<file path="config.mk">
export PLATFORM = sky130hd
export DESIGN_NAME = backslash_escape_decoder_top
export DESIGN_NICKNAME = d
export VERILOG_FILES = /design/src/bed_pkg.sv /design/src/bed_front.sv /design/src/bed_queue.sv /design/src/bed_back.sv /design/src/backslash_escape_decoder_top.sv
export SDC_FILE = /design/constraint.sdc
export NUM_CORES = 1
export LEC_CHECK = 0
export BUFFER_PORTS_ARGS = -buffer_cell sky130_fd_sc_hd__buf_4
export CORE_MARGIN = 2
export CORE_UTILIZATION = 52
export DETAILED_ROUTE_END_ITERATION = 8
export PLACE_DENSITY_LB_ADDON = 0.05
export SETUP_SLACK_MARGIN = 0.1
export SLEW_MARGIN = 20
export SYNTH_ARGS = -nofsm -noshare
export SYNTH_HDL_FRONTEND = slang
export SYNTH_SLANG_ARGS = --single-unit
</file>
<file path="constraint.sdc">
create_clock -name clk -period 5.48 [get_ports clk]
set_input_delay 0.822 -clock clk [delete_from_list [all_inputs] [get_ports clk]]
set_output_delay 0.822 -clock clk [all_outputs]
set_load 0.01 [all_outputs]
</file>
<file path="src/bed_pkg.sv">
`default_nettype none
package bed_pkg;

  // Escape decoder phase
  typedef enum logic [1:0] {
    PH_IDLE,
    PH_ESC,
    PH_HEX,
    PH_OCT
  } phase_t;

  // One result transfer, less run_last (set by the back end)
  typedef struct packed {
    logic [7:0] byte_val;
    logic       has_byte;
    logic       miss;
    logic       stop;
  } res_t;

  localparam int unsigned MAX_RES = 3;

  // All results caused by one input item; res[0] goes out first
  typedef struct packed {
    logic [1:0]             cnt;
    res_t [MAX_RES-1:0]     res;
  } bundle_t;

  localparam int unsigned QDEPTH = 2;

  localparam logic [7:0] CH_BS   = 8'h5C;
  localparam logic [7:0] CH_X    = 8'h78;
  localparam logic [7:0] CH_C    = 8'h63;
  localparam logic [7:0] CH_ZERO = 8'h30;
  localparam logic [7:0] CH_ESC  = 8'h1B;

  typedef struct packed {
    logic       hit;
    logic [7:0] code;
  } letter_t;

  typedef struct packed {
    logic       ok;
    logic [3:0] val;
  } hexd_t;

  function automatic letter_t letter_map(input logic [7:0] b);
    letter_t r;
    r.hit  = 1'b1;
    r.code = 8'h00;
    unique case (b)
      8'h6E: r.code = 8'h0A; // n
      8'h74: r.code = 8'h09; // t
      8'h72: r.code = 8'h0D; // r
      8'h5C: r.code = 8'h5C; // backslash
      8'h61: r.code = 8'h07; // a
      8'h62: r.code = 8'h08; // b
      8'h66: r.code = 8'h0C; // f
      8'h76: r.code = 8'h0B; // v
      8'h65: r.code = CH_ESC; // e
      8'h45: r.code = CH_ESC; // E
      default: r.hit = 1'b0;
    endcase
    return r;
  endfunction

  function automatic hexd_t hex_digit(input logic [7:0] b);
    hexd_t r;
    r.ok  = 1'b1;
    r.val = 4'h0;
    if (b >= 8'h30 && b <= 8'h39) begin
      r.val = 4'(b - 8'h30);
    end else if (b >= 8'h61 && b <= 8'h66) begin
      r.val = 4'(b - 8'h57);
    end else if (b >= 8'h41 && b <= 8'h46) begin
      r.val = 4'(b - 8'h37);
    end else begin
      r.ok = 1'b0;
    end
    return r;
  endfunction

  function automatic logic is_octal(input logic [7:0] b);
    return (b >= 8'h30) && (b <= 8'h37);
  endfunction

  function automatic res_t mk_res(input logic [7:0] b, input logic has,
                                  input logic miss, input logic stop);
    res_t r;
    r.byte_val = b;
    r.has_byte = has;
    r.miss     = miss;
    r.stop     = stop;
    return r;
  endfunction

  // Append a result; further results beyond MAX_RES are dropped
  function automatic bundle_t put_res(input bundle_t bd, input res_t r);
    bundle_t o;
    o = bd;
    unique case (bd.cnt)
      2'd0: begin
        o.res[0] = r;
        o.cnt    = 2'd1;
      end
      2'd1: begin
        o.res[1] = r;
        o.cnt    = 2'd2;
      end
      2'd2: begin
        o.res[2] = r;
        o.cnt    = 2'd3;
      end
      default: o = bd;
    endcase
    return o;
  endfunction

  // Emit whatever escape is pending in the given phase
  function automatic bundle_t flush_res(input bundle_t bd, input phase_t ph,
                                        input logic [7:0] val, input logic [1:0] dc);
    bundle_t o;
    o = bd;
    unique case (ph)
      PH_ESC: o = put_res(o, mk_res(CH_BS, 1'b1, 1'b0, 1'b0));
      PH_HEX: begin
        if (dc == 2'd0) begin
          o = put_res(o, mk_res(CH_BS, 1'b1, 1'b1, 1'b0));
          o = put_res(o, mk_res(CH_X, 1'b1, 1'b0, 1'b0));
        end else begin
          o = put_res(o, mk_res(val, 1'b1, 1'b0, 1'b0));
        end
      end
      PH_OCT: o = put_res(o, mk_res(val, 1'b1, 1'b0, 1'b0));
      default: o = bd;
    endcase
    return o;
  endfunction

endpackage
`default_nettype wire

</file>
<file path="src/bed_front.sv">
`default_nettype none
module bed_front
  import bed_pkg::*;
(
  input  wire logic       clk,
  input  wire logic       rst,
  input  wire logic       argument_mode,
  input  wire logic       accept,
  input  wire logic [7:0] in_byte,
  input  wire logic       is_last,
  input  wire logic       new_call,
  output bundle_t         bundle,
  output logic            push
);

  phase_t     phase, phase_next;
  logic [7:0] escape_value, escape_value_next;
  logic [1:0] digit_count, digit_count_next;
  logic       output_stopped, output_stopped_next;
  letter_t    lm;
  hexd_t      hd;
  bundle_t    bd;

  always_ff @(posedge clk) begin
    if (rst) begin
      phase          <= PH_IDLE;
      escape_value   <= 8'h00;
      digit_count    <= 2'd0;
      output_stopped <= 1'b0;
    end else if (accept) begin
      phase          <= phase_next;
      escape_value   <= escape_value_next;
      digit_count    <= digit_count_next;
      output_stopped <= output_stopped_next;
    end
  end

  always_comb begin
    lm = letter_map(in_byte);
    hd = hex_digit(in_byte);
    bd = '0;
    phase_next          = phase;
    escape_value_next   = escape_value;
    digit_count_next    = digit_count;
    output_stopped_next = output_stopped;

    // new call drops a stop and any unfinished escape
    if (new_call) begin
      output_stopped_next = 1'b0;
      phase_next          = PH_IDLE;
      escape_value_next   = 8'h00;
      digit_count_next    = 2'd0;
    end

    if (!output_stopped_next) begin
      unique case (phase_next)
        PH_IDLE: begin
          if (in_byte == CH_BS) begin
            phase_next = PH_ESC;
          end else begin
            bd = put_res(bd, mk_res(in_byte, 1'b1, 1'b0, 1'b0));
          end
        end
        PH_ESC: begin
          if (lm.hit) begin
            bd = put_res(bd, mk_res(lm.code, 1'b1, 1'b0, 1'b0));
            phase_next = PH_IDLE;
            escape_value_next = 8'h00;
            digit_count_next = 2'd0;
          end else if (in_byte == CH_C && argument_mode) begin
            output_stopped_next = 1'b1;
            bd = put_res(bd, mk_res(8'h00, 1'b0, 1'b0, 1'b1));
            phase_next = PH_IDLE;
            escape_value_next = 8'h00;
            digit_count_next = 2'd0;
          end else if (in_byte == CH_X) begin
            phase_next = PH_HEX;
            escape_value_next = 8'h00;
            digit_count_next = 2'd0;
          end else if (is_octal(in_byte)) begin
            phase_next = PH_OCT;
            if (argument_mode && in_byte == CH_ZERO) begin
              escape_value_next = 8'h00;
              digit_count_next = 2'd0;
            end else begin
              escape_value_next = {5'd0, in_byte[2:0]};
              digit_count_next = 2'd1;
            end
          end else begin
            // unknown escape: backslash, then the byte itself (never a backslash here)
            bd = put_res(bd, mk_res(CH_BS, 1'b1, 1'b0, 1'b0));
            bd = put_res(bd, mk_res(in_byte, 1'b1, 1'b0, 1'b0));
            phase_next = PH_IDLE;
            escape_value_next = 8'h00;
            digit_count_next = 2'd0;
          end
        end
        PH_HEX: begin
          if (hd.ok) begin
            escape_value_next = {escape_value_next[3:0], hd.val};
            digit_count_next = digit_count_next + 2'd1;
            if (digit_count_next == 2'd2) begin
              bd = put_res(bd, mk_res(escape_value_next, 1'b1, 1'b0, 1'b0));
              phase_next = PH_IDLE;
              escape_value_next = 8'h00;
              digit_count_next = 2'd0;
            end
          end else begin
            bd = flush_res(bd, phase_next, escape_value_next, digit_count_next);
            phase_next = PH_IDLE;
            escape_value_next = 8'h00;
            digit_count_next = 2'd0;
            if (in_byte == CH_BS) begin
              phase_next = PH_ESC;
            end else begin
              bd = put_res(bd, mk_res(in_byte, 1'b1, 1'b0, 1'b0));
            end
          end
        end
        PH_OCT: begin
          if (is_octal(in_byte) && digit_count_next != 2'd3) begin
            escape_value_next = {escape_value_next[4:0], in_byte[2:0]};
            digit_count_next = digit_count_next + 2'd1;
            if (digit_count_next == 2'd3) begin
              bd = put_res(bd, mk_res(escape_value_next, 1'b1, 1'b0, 1'b0));
              phase_next = PH_IDLE;
              escape_value_next = 8'h00;
              digit_count_next = 2'd0;
            end
          end else begin
            bd = flush_res(bd, phase_next, escape_value_next, digit_count_next);
            phase_next = PH_IDLE;
            escape_value_next = 8'h00;
            digit_count_next = 2'd0;
            if (in_byte == CH_BS) begin
              phase_next = PH_ESC;
            end else begin
              bd = put_res(bd, mk_res(in_byte, 1'b1, 1'b0, 1'b0));
            end
          end
        end
        default: phase_next = PH_IDLE;
      endcase

      if (is_last && !output_stopped_next) begin
        bd = flush_res(bd, phase_next, escape_value_next, digit_count_next);
        phase_next = PH_IDLE;
        escape_value_next = 8'h00;
        digit_count_next = 2'd0;
      end
    end
  end

  assign bundle = bd;
  assign push   = accept && (bd.cnt != 2'd0);

endmodule
`default_nettype wire

</file>
<file path="src/bed_queue.sv">
`default_nettype none
module bed_queue
  import bed_pkg::*;
(
  input  wire logic    clk,
  input  wire logic    rst,
  input  wire logic    push,
  input  wire bundle_t push_data,
  input  wire logic    pop,
  output bundle_t      pop_data,
  output logic         full,
  output logic         empty
);

  localparam int unsigned PW = $clog2(QDEPTH);

  bundle_t         mem [QDEPTH];
  logic [PW-1:0]   wptr;
  logic [PW-1:0]   rptr;
  logic [PW:0]     count;

  always_ff @(posedge clk) begin
    if (push) begin
      mem[wptr] <= push_data;
    end
  end

  always_ff @(posedge clk) begin
    if (rst) begin
      wptr  <= '0;
      rptr  <= '0;
      count <= '0;
    end else begin
      if (push) begin
        wptr <= wptr + 1'b1;
      end
      if (pop) begin
        rptr <= rptr + 1'b1;
      end
      if (push && !pop) begin
        count <= count + 1'b1;
      end else if (pop && !push) begin
        count <= count - 1'b1;
      end
    end
  end

  assign pop_data = mem[rptr];
  assign full     = (count == (PW+1)'(QDEPTH));
  assign empty    = (count == '0);

endmodule
`default_nettype wire

</file>
<file path="src/bed_back.sv">
`default_nettype none
module bed_back
  import bed_pkg::*;
(
  input  wire logic       clk,
  input  wire logic       rst,
  input  wire logic       q_empty,
  input  wire bundle_t    q_data,
  output logic            pop,
  output logic            m_tvalid,
  input  wire logic       m_tready,
  output logic [7:0]      m_tdata,
  output logic [2:0]      m_tuser,
  output logic            m_tlast
);

  bundle_t    cur;
  logic [1:0] idx;
  logic       busy;
  logic       last_res;
  logic       xfer;
  logic       done;
  res_t       r;

  assign last_res = (idx == cur.cnt - 2'd1);
  assign xfer     = busy && m_tready;
  assign done     = xfer && last_res;
  assign pop      = !q_empty && (!busy || done);

  always_ff @(posedge clk) begin
    if (rst) begin
      busy <= 1'b0;
      idx  <= 2'd0;
    end else begin
      if (pop) begin
        busy <= 1'b1;
        idx  <= 2'd0;
      end else if (done) begin
        busy <= 1'b0;
      end else if (xfer) begin
        idx <= idx + 2'd1;
      end
    end
  end

  always_ff @(posedge clk) begin
    if (pop) begin
      cur <= q_data;
    end
  end

  always_comb begin
    unique case (idx)
      2'd0:    r = cur.res[0];
      2'd1:    r = cur.res[1];
      2'd2:    r = cur.res[2];
      default: r = cur.res[0];
    endcase
  end

  assign m_tvalid = busy;
  assign m_tdata  = r.byte_val;
  assign m_tuser  = {r.stop, r.miss, r.has_byte};
  assign m_tlast  = last_res;

endmodule
`default_nettype wire

</file>
<file path="src/backslash_escape_decoder_top.sv">
// Backslash escape decoder.
// Input stream: one character per transfer on s_tdata, s_tlast marks the final
// character of a string, s_tuser marks the first character of a new call.
// Output stream: one decoded result per transfer; an input character causes
// zero to three results and m_tlast marks the last one it caused.
// m_tuser flags a result as carrying a byte, a \x with no hex digits, or the
// status-only result of a \c stop.
// Throughput: one input transfer per cycle while the bundle queue has room; the
// output side moves one result per cycle while results wait and m_tready is high.
// Path: a character is decoded combinationally into a bundle that the bundle
// queue registers; the back end then registers the bundle out onto m_tvalid.
// The front decoder and the result serializer are split by a two-entry bundle
// queue; s_tready drops only when that queue is full.
// If the receiver stalls, results hold steady and input keeps flowing until
// the queue fills.
// Reset (rst, synchronous) returns the decoder to idle, clears a stop, empties
// the queue and sets argument_mode to 1.
// APB register at byte 0: argument_mode (bit 0). Write only while idle.
`default_nettype none
module backslash_escape_decoder_top
  import bed_pkg::*;
(
  input  wire logic        clk,
  input  wire logic        rst,
  // input stream
  input  wire logic        s_tvalid,
  output logic             s_tready,
  input  wire logic [7:0]  s_tdata,  // [7:0] in_byte
  input  wire logic        s_tlast,  // is_last
  input  wire logic        s_tuser,  // [0] new_call
  // output stream
  output logic             m_tvalid,
  input  wire logic        m_tready,
  output logic [7:0]       m_tdata,  // [7:0] out_byte
  output logic             m_tlast,  // run_last
  output logic [2:0]       m_tuser,  // [0] has_byte, [1] missing_hex_digit, [2] stopped
  // configuration
  input  wire logic        psel,
  input  wire logic        penable,
  input  wire logic        pwrite,
  input  wire logic [2:0]  paddr,
  input  wire logic [31:0] pwdata,
  output logic [31:0]      prdata,
  output logic             pready
);

  logic    argument_mode;
  logic    cfg_wr;
  logic    accept;
  logic    push;
  logic    pop;
  logic    q_full;
  logic    q_empty;
  bundle_t fr_bundle;
  bundle_t q_data;

  // register 0 lives at byte 0; paddr[2] selects the register word
  assign pready = 1'b1;
  assign cfg_wr = psel && penable && pwrite && pready;

  always_ff @(posedge clk) begin
    if (rst) begin
      argument_mode <= 1'b1;
    end else if (cfg_wr && !paddr[2]) begin
      argument_mode <= pwdata[0];
    end
  end

  assign prdata = paddr[2] ? 32'd0 : {31'd0, argument_mode};

  // a transfer is taken whenever the bundle queue has room
  assign s_tready = !q_full;
  assign accept   = s_tvalid && s_tready;

  bed_front u_front (
    .clk           (clk),
    .rst           (rst),
    .argument_mode (argument_mode),
    .accept        (accept),
    .in_byte       (s_tdata),
    .is_last       (s_tlast),
    .new_call      (s_tuser),
    .bundle        (fr_bundle),
    .push          (push)
  );

  bed_queue u_queue (
    .clk       (clk),
    .rst       (rst),
    .push      (push),
    .push_data (fr_bundle),
    .pop       (pop),
    .pop_data  (q_data),
    .full      (q_full),
    .empty     (q_empty)
  );

  bed_back u_back (
    .clk      (clk),
    .rst      (rst),
    .q_empty  (q_empty),
    .q_data   (q_data),
    .pop      (pop),
    .m_tvalid (m_tvalid),
    .m_tready (m_tready),
    .m_tdata  (m_tdata),
    .m_tuser  (m_tuser),
    .m_tlast  (m_tlast)
  );

endmodule
`default_nettype wire

</file>
## Word level (Yosys, flattened, before mapping)

Memories as Yosys holds them, arrays and structs flattened. A register that Yosys moved wholly into a read port is not among the register bits.
Cells that the tools add are included.

- Bits in registers: 21
- Bits in writable memories: 70
- Bits of input ports: 52
- Output and inout port bits: 47
- Word-level logic and storage cells: 242
- Memories kept: 1

Memory list:

| name | depth | bits a word | rd ports | clocked after Yosys merged registers in | wr ports | RTL line | RTL |
|---|---|---|---|---|---|---|---|
| u_queue.mem | 2 | 35 | 1 | 1 | 1 | bed_queue.sv:17 | `bundle_t mem [QDEPTH];` |

- Add/sub/neg operators: 10
- Magnitude comparators: 7
- Equal/unequal tests: 38
- Multiplexer cells: 132
- Bitwise gates (word level): 1
- Reduce and logical (&&, ||, !) cells: 43

Operator list:

| cell | count |
|---|---|
| $mux 35 | 19 |
| $mux 11 | 21 |
| $pmux 35 s4 | 1 |
| $pmux 35 s3 | 1 |
| $mux 34 | 3 |
| $eq 8x7->1 const B | 12 |
| $mux 2 | 40 |
| $mux 8 | 10 |
| $pmux 7 s9 | 1 |
| $pmux 2 s3 | 7 |
| $eq 2x2->1 const B | 14 |
| $pmux 8 s3 | 1 |
| $pmux 11 s2 | 1 |
| $logic_not 2->1 | 10 |
| $mux 10 | 2 |
| $eq 2x1->1 const B | 9 |
| $logic_and 1x1->1 | 18 |
| $mux 1 | 18 |
| $ge 8x7->1 const B | 2 |
| $le 8x6->1 const B | 2 |
| $le 8x7->1 const B | 2 |
| $mux 4 | 3 |
| $reduce_or 10->1 | 1 |
| $mux 9 | 1 |
| other kinds (17) | 32 |

## Longest topological paths before layout

- Word-level depth: 38
- Depth in mapped cells: 17
- Gate-level depth less buffers: 15

## Hierarchy

A second synthesis with hierarchy kept.

- Cells, all modules: 633
- Area total of the unflattened synthesis: 6915.4 µm²

By module, submodules not included:

| module | instances | cells an instance | area an instance (µm²) | seq. area each (µm²) |
|---|---|---|---|---|
| bed_queue | 1 | 131 | 2731.4 | 2202.1 |
| bed_front | 1 | 357 | 2382.3 | 260.2 |
| bed_back | 1 | 103 | 1476.4 | 1111.1 |
| backslash_escape_decoder_top | 1 | 42 | 325.3 | 20.0 |

## Worst setup path after synthesis

No wires, ideal clock.

- Path kind: input to register
- Start: input port s_tdata[6]
- End: memory u_queue.mem[1][0] (netlist name), enable pin
- Library setup time: 0.471 ns
- Arrival time: 5.127 ns
- Required time: 5.009 ns
- Slack: -0.119 ns
- Cell stages on the path: 9
- Path buffers: 1
- Cell sequence: buf_2 -> and4b_1 -> a2111oi_2 -> o21ai_2 -> a21oi_1 -> o21ai_0 -> a21oi_1 -> a211oi_2 -> nor3b_1

- Longest elaborated chain between the ends: 24
- Elaborated cells between the ends (all ways): 92
- Classes of those cells: 7 x order compare; 20 x eq/ne; 50 x mux; 15 x reduce/logical

RTL lines:

| item | RTL line | RTL |
|---|---|---|
| start: declaration | backslash_escape_decoder_top.sv:28 | `input wire logic [7:0] s_tdata,` |
| $ge 8x7->1, or another cell as far along | bed_pkg.sv:74 | `end else if (b >= 8'h41 && b <= 8'h46) begin` |
| $logic_and 1x1->1 (on tied branches) | bed_pkg.sv:74, bed_pkg.sv:83 |  |
| $mux 1 or $mux 35 (tied branches) | bed_pkg.sv:74, bed_front.sv:80 |  |
| $mux 1 or $mux 35 (tied branches) | bed_pkg.sv:72, bed_front.sv:76 |  |
| $mux 1 or $mux 35 (tied branches) | bed_pkg.sv:70, bed_front.sv:70 |  |
| $mux 35 (on tied branches) | bed_front.sv:99, bed_front.sv:65 |  |
| $pmux 35 s4 | bed_front.sv:56 | `unique case (phase_next)` |
| $mux 35 | bed_front.sv:55 | `if (!output_stopped_next) begin` |
| [8 not listed] | n/a |  |
| $mux 35 | bed_pkg.sv:126 | `if (dc == 2'd0) begin` |
| $pmux 35 s3 | bed_pkg.sv:123 | `unique case (ph)` |
| $mux 35 * | bed_front.sv:145 | `if (is_last && !output_stopped_next) begin` |
| $mux 35 * | bed_front.sv:55 |  |
| $reduce_bool 2->1 * | bed_front.sv:155 | `assign push = accept && (bd.cnt != 2'd0);` |
| $logic_and 1x1->1 * | bed_front.sv:155 |  |
| $mux 1 * | bed_queue.sv:23 | `if (push) begin` |
| $mux 1 (not written as such) * | bed_queue.sv:24 | `mem[wptr] <= push_data;` |
| end: declaration | bed_queue.sv:17 |  |

Mark *: on every way between the ends. The rest lies on a longest branch, timed or not. The select of a mux whose other input is x is not followed.

## Worst setup path in the final report

- Start: input port s_tdata[0]
- End: register u_queue.count[1]

- Longest elaborated chain between the ends: 25
- Elaborated cells between the ends (all ways): 95
- Classes of those cells: 7 x order compare; 20 x eq/ne; 49 x mux; 19 x reduce/logical

RTL lines:

| item | RTL line | RTL |
|---|---|---|
| $ge 8x7->1, or another cell as far along | bed_pkg.sv:74 |  |
| $logic_and 1x1->1 (on tied branches) | bed_pkg.sv:74, bed_pkg.sv:83 |  |
| $mux 1 or $mux 35 (tied branches) | bed_pkg.sv:74, bed_front.sv:80 |  |
| $mux 1 or $mux 35 (tied branches) | bed_pkg.sv:72, bed_front.sv:76 |  |
| $mux 1 or $mux 35 (tied branches) | bed_pkg.sv:70, bed_front.sv:70 |  |
| $mux 35 (on tied branches) | bed_front.sv:99, bed_front.sv:65 |  |
| $pmux 35 s4 | bed_front.sv:56 |  |
| $mux 35 | bed_front.sv:55 |  |
| [10 not listed] | n/a |  |
| $mux 35 * | bed_front.sv:145 |  |
| $mux 35 * | bed_front.sv:55 |  |
| $reduce_bool 2->1 * | bed_front.sv:155 |  |
| $logic_and 1x1->1 * | bed_front.sv:155 |  |
| net push | backslash_escape_decoder_top.sv:50 | `logic push;` |
| $logic_not 1->1 | bed_queue.sv:42 | `end else if (pop && !push) begin` |
| $logic_and 1x1->1 | bed_queue.sv:42 |  |
| $reduce_bool 2->1 (no source line) | n/a |  |
| end signal: assignment | bed_queue.sv:41 | `count <= count + 1'b1;` |
| end signal: assignment | bed_queue.sv:43 | `count <= count - 1'b1;` |
| end: declaration | bed_queue.sv:20 | `logic [PW:0] count;` |

Mark *: on every way through the listed nets, which the timed path passes. The rest lies on a longest branch. The select of a mux whose other input is x is not followed.
A chain may end at the register's enable or synchronous reset.

==> summary.md <==
| Metric | Value |
|---|---|
| Largest family of logic cells by synthesized area | `simple AND/OR/NAND/NOR gates` |
| Total gr overflow | `0` |
| CTS tree | `yes` |
| Result of the run | `finished, final reports clean` |
| Slew Viols, Final | `0` |
| WS Path Type | `primary input to register` |
| Via Count | `5269` |
| First-pass GRT wire length | `28.97 mm` |
| Most common cell after layout, fill and taps aside | `edfxtp_1` |
| Maximum vdd drop | `227.3 uV` |
| Int Power | `~2.3 mW` |
| CTS Root Cell | `clkbuf_16` |
| CP Capture Type | `register` |
| Sw frac | `27.38%` |
| Clk_lat worst skew | `0.42 ns` |
| Initial antenna violation count | `0` |
| Nets | `732` |
| Crit path time final | `around 4.3 ns` |
| Number of global-route vias before repair | `approximately 5000` |
| Comb pwr share | `approximately a fifth` |
| CORE AREA | `~13000 sq um` |
| Post-CTS sizing | `0` |
| Worst hold path class | `register to register` |
| Total power divided by cell area | `403.7 nW/um^2` |
| Worst Skew | `around 0.014 ns` |
| Flop pwr share | `42.4%` |
| Post-route ant nets | `0` |
| DIE HEIGHT | `117.9 um` |
| CTS Hold Bufs | `0` |
| Starting Density | `between 50% and 60%` |
| WP data arrival | `4.62 ns` |
| Final hold viol count | `0` |
| Worst hold slack | `0.5086 ns` |
| Power Total | `3.105 mW` |
| R2R setup slack | `1.64 ns` |
| Worst Max-Slew Pin Slew | `0.9682 ns` |
| Die X | `117.9 um` |
| Sequential share of the synthesized area | `about half` |
| P_sw | `850.2 uW` |
| Final WL | `18.64 mm` |
| Mux contribution to synthesized area | `5.825%` |
| I/O Pins | `about 100` |
| RSZ-0062 raised after global routing | `false` |
| Cells after Synth | `638` |
| N_diodes | `0` |
| Gr usage total | `27.45%` |
| Crit path max fanout | `10` |
| Static leakage | `2.730 nW` |
| Synth Register Bits | `120` |
| TritonCTS buffer count | `17` |
| Synth warn | `0` |
| Share of total power in the clock network | `between 30% and 40%` |
| Final setup viols | `0` |
| Syn_area_per_cell | `around 11 sq um` |
| # DRC | `0` |
| # port buffers | `33` |
| Non-filler cells in the finished layout | `856` |
| Total clock sinks | `120` |
| Synth unique cells | `80` |
| Vias per cell | `6.155` |
| Layout cells sized above 1 | `19.74%` |
| Synthesis-to-finish area growth | `14.02%` |
| First-pass iteration count of the detailed router | `8` |
| Setup TNS | `0 ns` |
| Most frequent cells in the layout | `edfxtp_1, nor2_1, nand2_1` |
| Die ar. | `13900 sq um` |
| H-tree depth | `4` |
| Ys async rst share | `0%` |
| Drt wl/cell | `21.78 um` |
| Placed Cells | `824` |
| Critical Path RT | `5.83 ns` |
| Routability cong. | `0.9632` |
| Fin area | `7691 sq um` |
| EDFF count, synth | `99` |
| Initial DRC Count | `745` |
| Worst slew margin | `35.30%` |
| Post-place setup slack | `just under 0.9 ns` |
| Synth Area in Compound Gates | `17.05%` |
| Mapped Area | `6745 sq um` |
| Critical Path Start Type | `primary input` |
| Xor/xnor cell area share of the yosys netlist | `0.7791%` |
| Post-Synth Adder-Cell Area | `1.669%` |
| Post-CTS Setup Inserts | `0` |
| Final core occ | `approximately three fifths` |
| Synthesized-area fraction occupied by and/or/nand/nor cells | `17.18%` |
| Post-route clock period utilization | `77.90%` |
| Largest net degree at the start of global routing | `38` |
| Placed Area | `7067 sq um` |
| # rows | `41` |
| CTS Buffer Depth | `2` |
| Dpl hpwl | `12.77 mm` |
| Max_cap viols | `0` |
| Final WS setup | `1.211 ns` |
| F_max | `234.3 MHz` |
| Clock Pin Slew Worst Setup and Hold Paths | `0.06 ns` |
| Ys flop type | `edfxtp_1` |
power groups by stage:
stage	clock network (mW)	logic (mW)	registers, mW
final	1.17	0.622	1.32
after CTS	1.19	0.625	1.32
after global routing	1.23	0.677	1.33
after detailed placement	0	0.617	1.33
after floorplan	0	0.412	1.31
after global placement	0	0.614	1.32
registers in the layout (all words and copies together) (netlist names):
name and flops:
u_front.digit_count 2, u_front.phase 2, u_queue.count 2, u_queue.wptr 1, u_back.cur 33, u_queue.mem 66, argument_mode 1, u_back.m_tvalid 1
u_front.output_stopped 1, u_front.escape_value 8, u_queue.rptr 1, u_back.idx 2
synthesized netlist by cell type (all sizes together) (7+ instances only):
cell | count | share of area [%]
a222oi | 7 | 1.0
dfxtp | 21 | 6.2
nor2 | 58 | 3.2
mux2 | 34 | 5.7
nand2b | 8 | 0.74
o21ai | 36 | 2.8
inv | 16 | 0.93
clkbuf | 21 | 1.2
a21oi | 40 | 3.1
ha | 9 | 1.7
nand3 | 12 | 0.89
edfxtp | 99 | 44
and2 | 9 | 0.83
buf | 47 | 5.0
or3 | 8 | 0.82
nor3 | 14 | 1.3
nand3b | 11 | 1.2
a31oi | 7 | 0.87
a22oi | 22 | 2.4
nand2 | 56 | 3.1
cells by family after synthesis:
kind of cell / after synthesis
AO/OA/AOI/OAI: 164
XOR/XNOR: 6
adder cells (fa/ha/maj): 9
buffers and inverters: 84
flip-flops: 120
multiplexers: 35
other: 2
AND/OR/NAND/NOR: 218
layer usage:
layer / track usage (%) / vias up / routed length (um)
met5: 0 / - / 0
met3: 5.669 / 43 / 1295
li1: - / 2414 / -
met2: 44.19 / 265 / 9077
met1: 36.22 / 2547 / 7636
met4: 11.37 / 0 / 632
final cells by class:
class | instances | area [sq um]
Sequential cell | 120 | 3393
Multi-Input combinational cell | 468 | 3035
Fill cell | 1036 | 4928
Tap cell | 172 | 215.2
Inverter | 16 | 62.56
Timing Repair Buffer | 48 | 360.3
Clock buffer | 17 | 425.4
Clock inverter | 15 | 198.9
worst max-delay path, cell delays in order:
cell and delay [ns]:
buf_4 0.19, inv_1 0.13, ha_1 0.31, o21bai_1 0.27
a21oi_2 0.15, a31oi_4 0.26, a211oi_1 0.11, buf_4 0.17
a2111oi_0 0.52, a21oi_1 0.21, a211oi_2 0.51, nor2_1 0.09
ha_1 0.36, or3_1 0.38, a21oi_1 0.13
path summary, 6_finish.rpt:
check,from,endpoint,cells after the start
setup / recovery,s_tdata[0],u_queue.count[1]$_SDFFE_PP0P_,15
hold / removal,u_queue.count[1]$_SDFFE_PP0P_,u_queue.count[1]$_SDFFE_PP0P_,2
setup reg to reg,u_front.phase[1]$_SDFFE_PP0P_,u_queue.count[1]$_SDFFE_PP0P_,11
hold reg to reg,u_queue.count[1]$_SDFFE_PP0P_,u_queue.count[1]$_SDFFE_PP0P_,2
No activity file was read; power rests on OpenSTA's default activity.
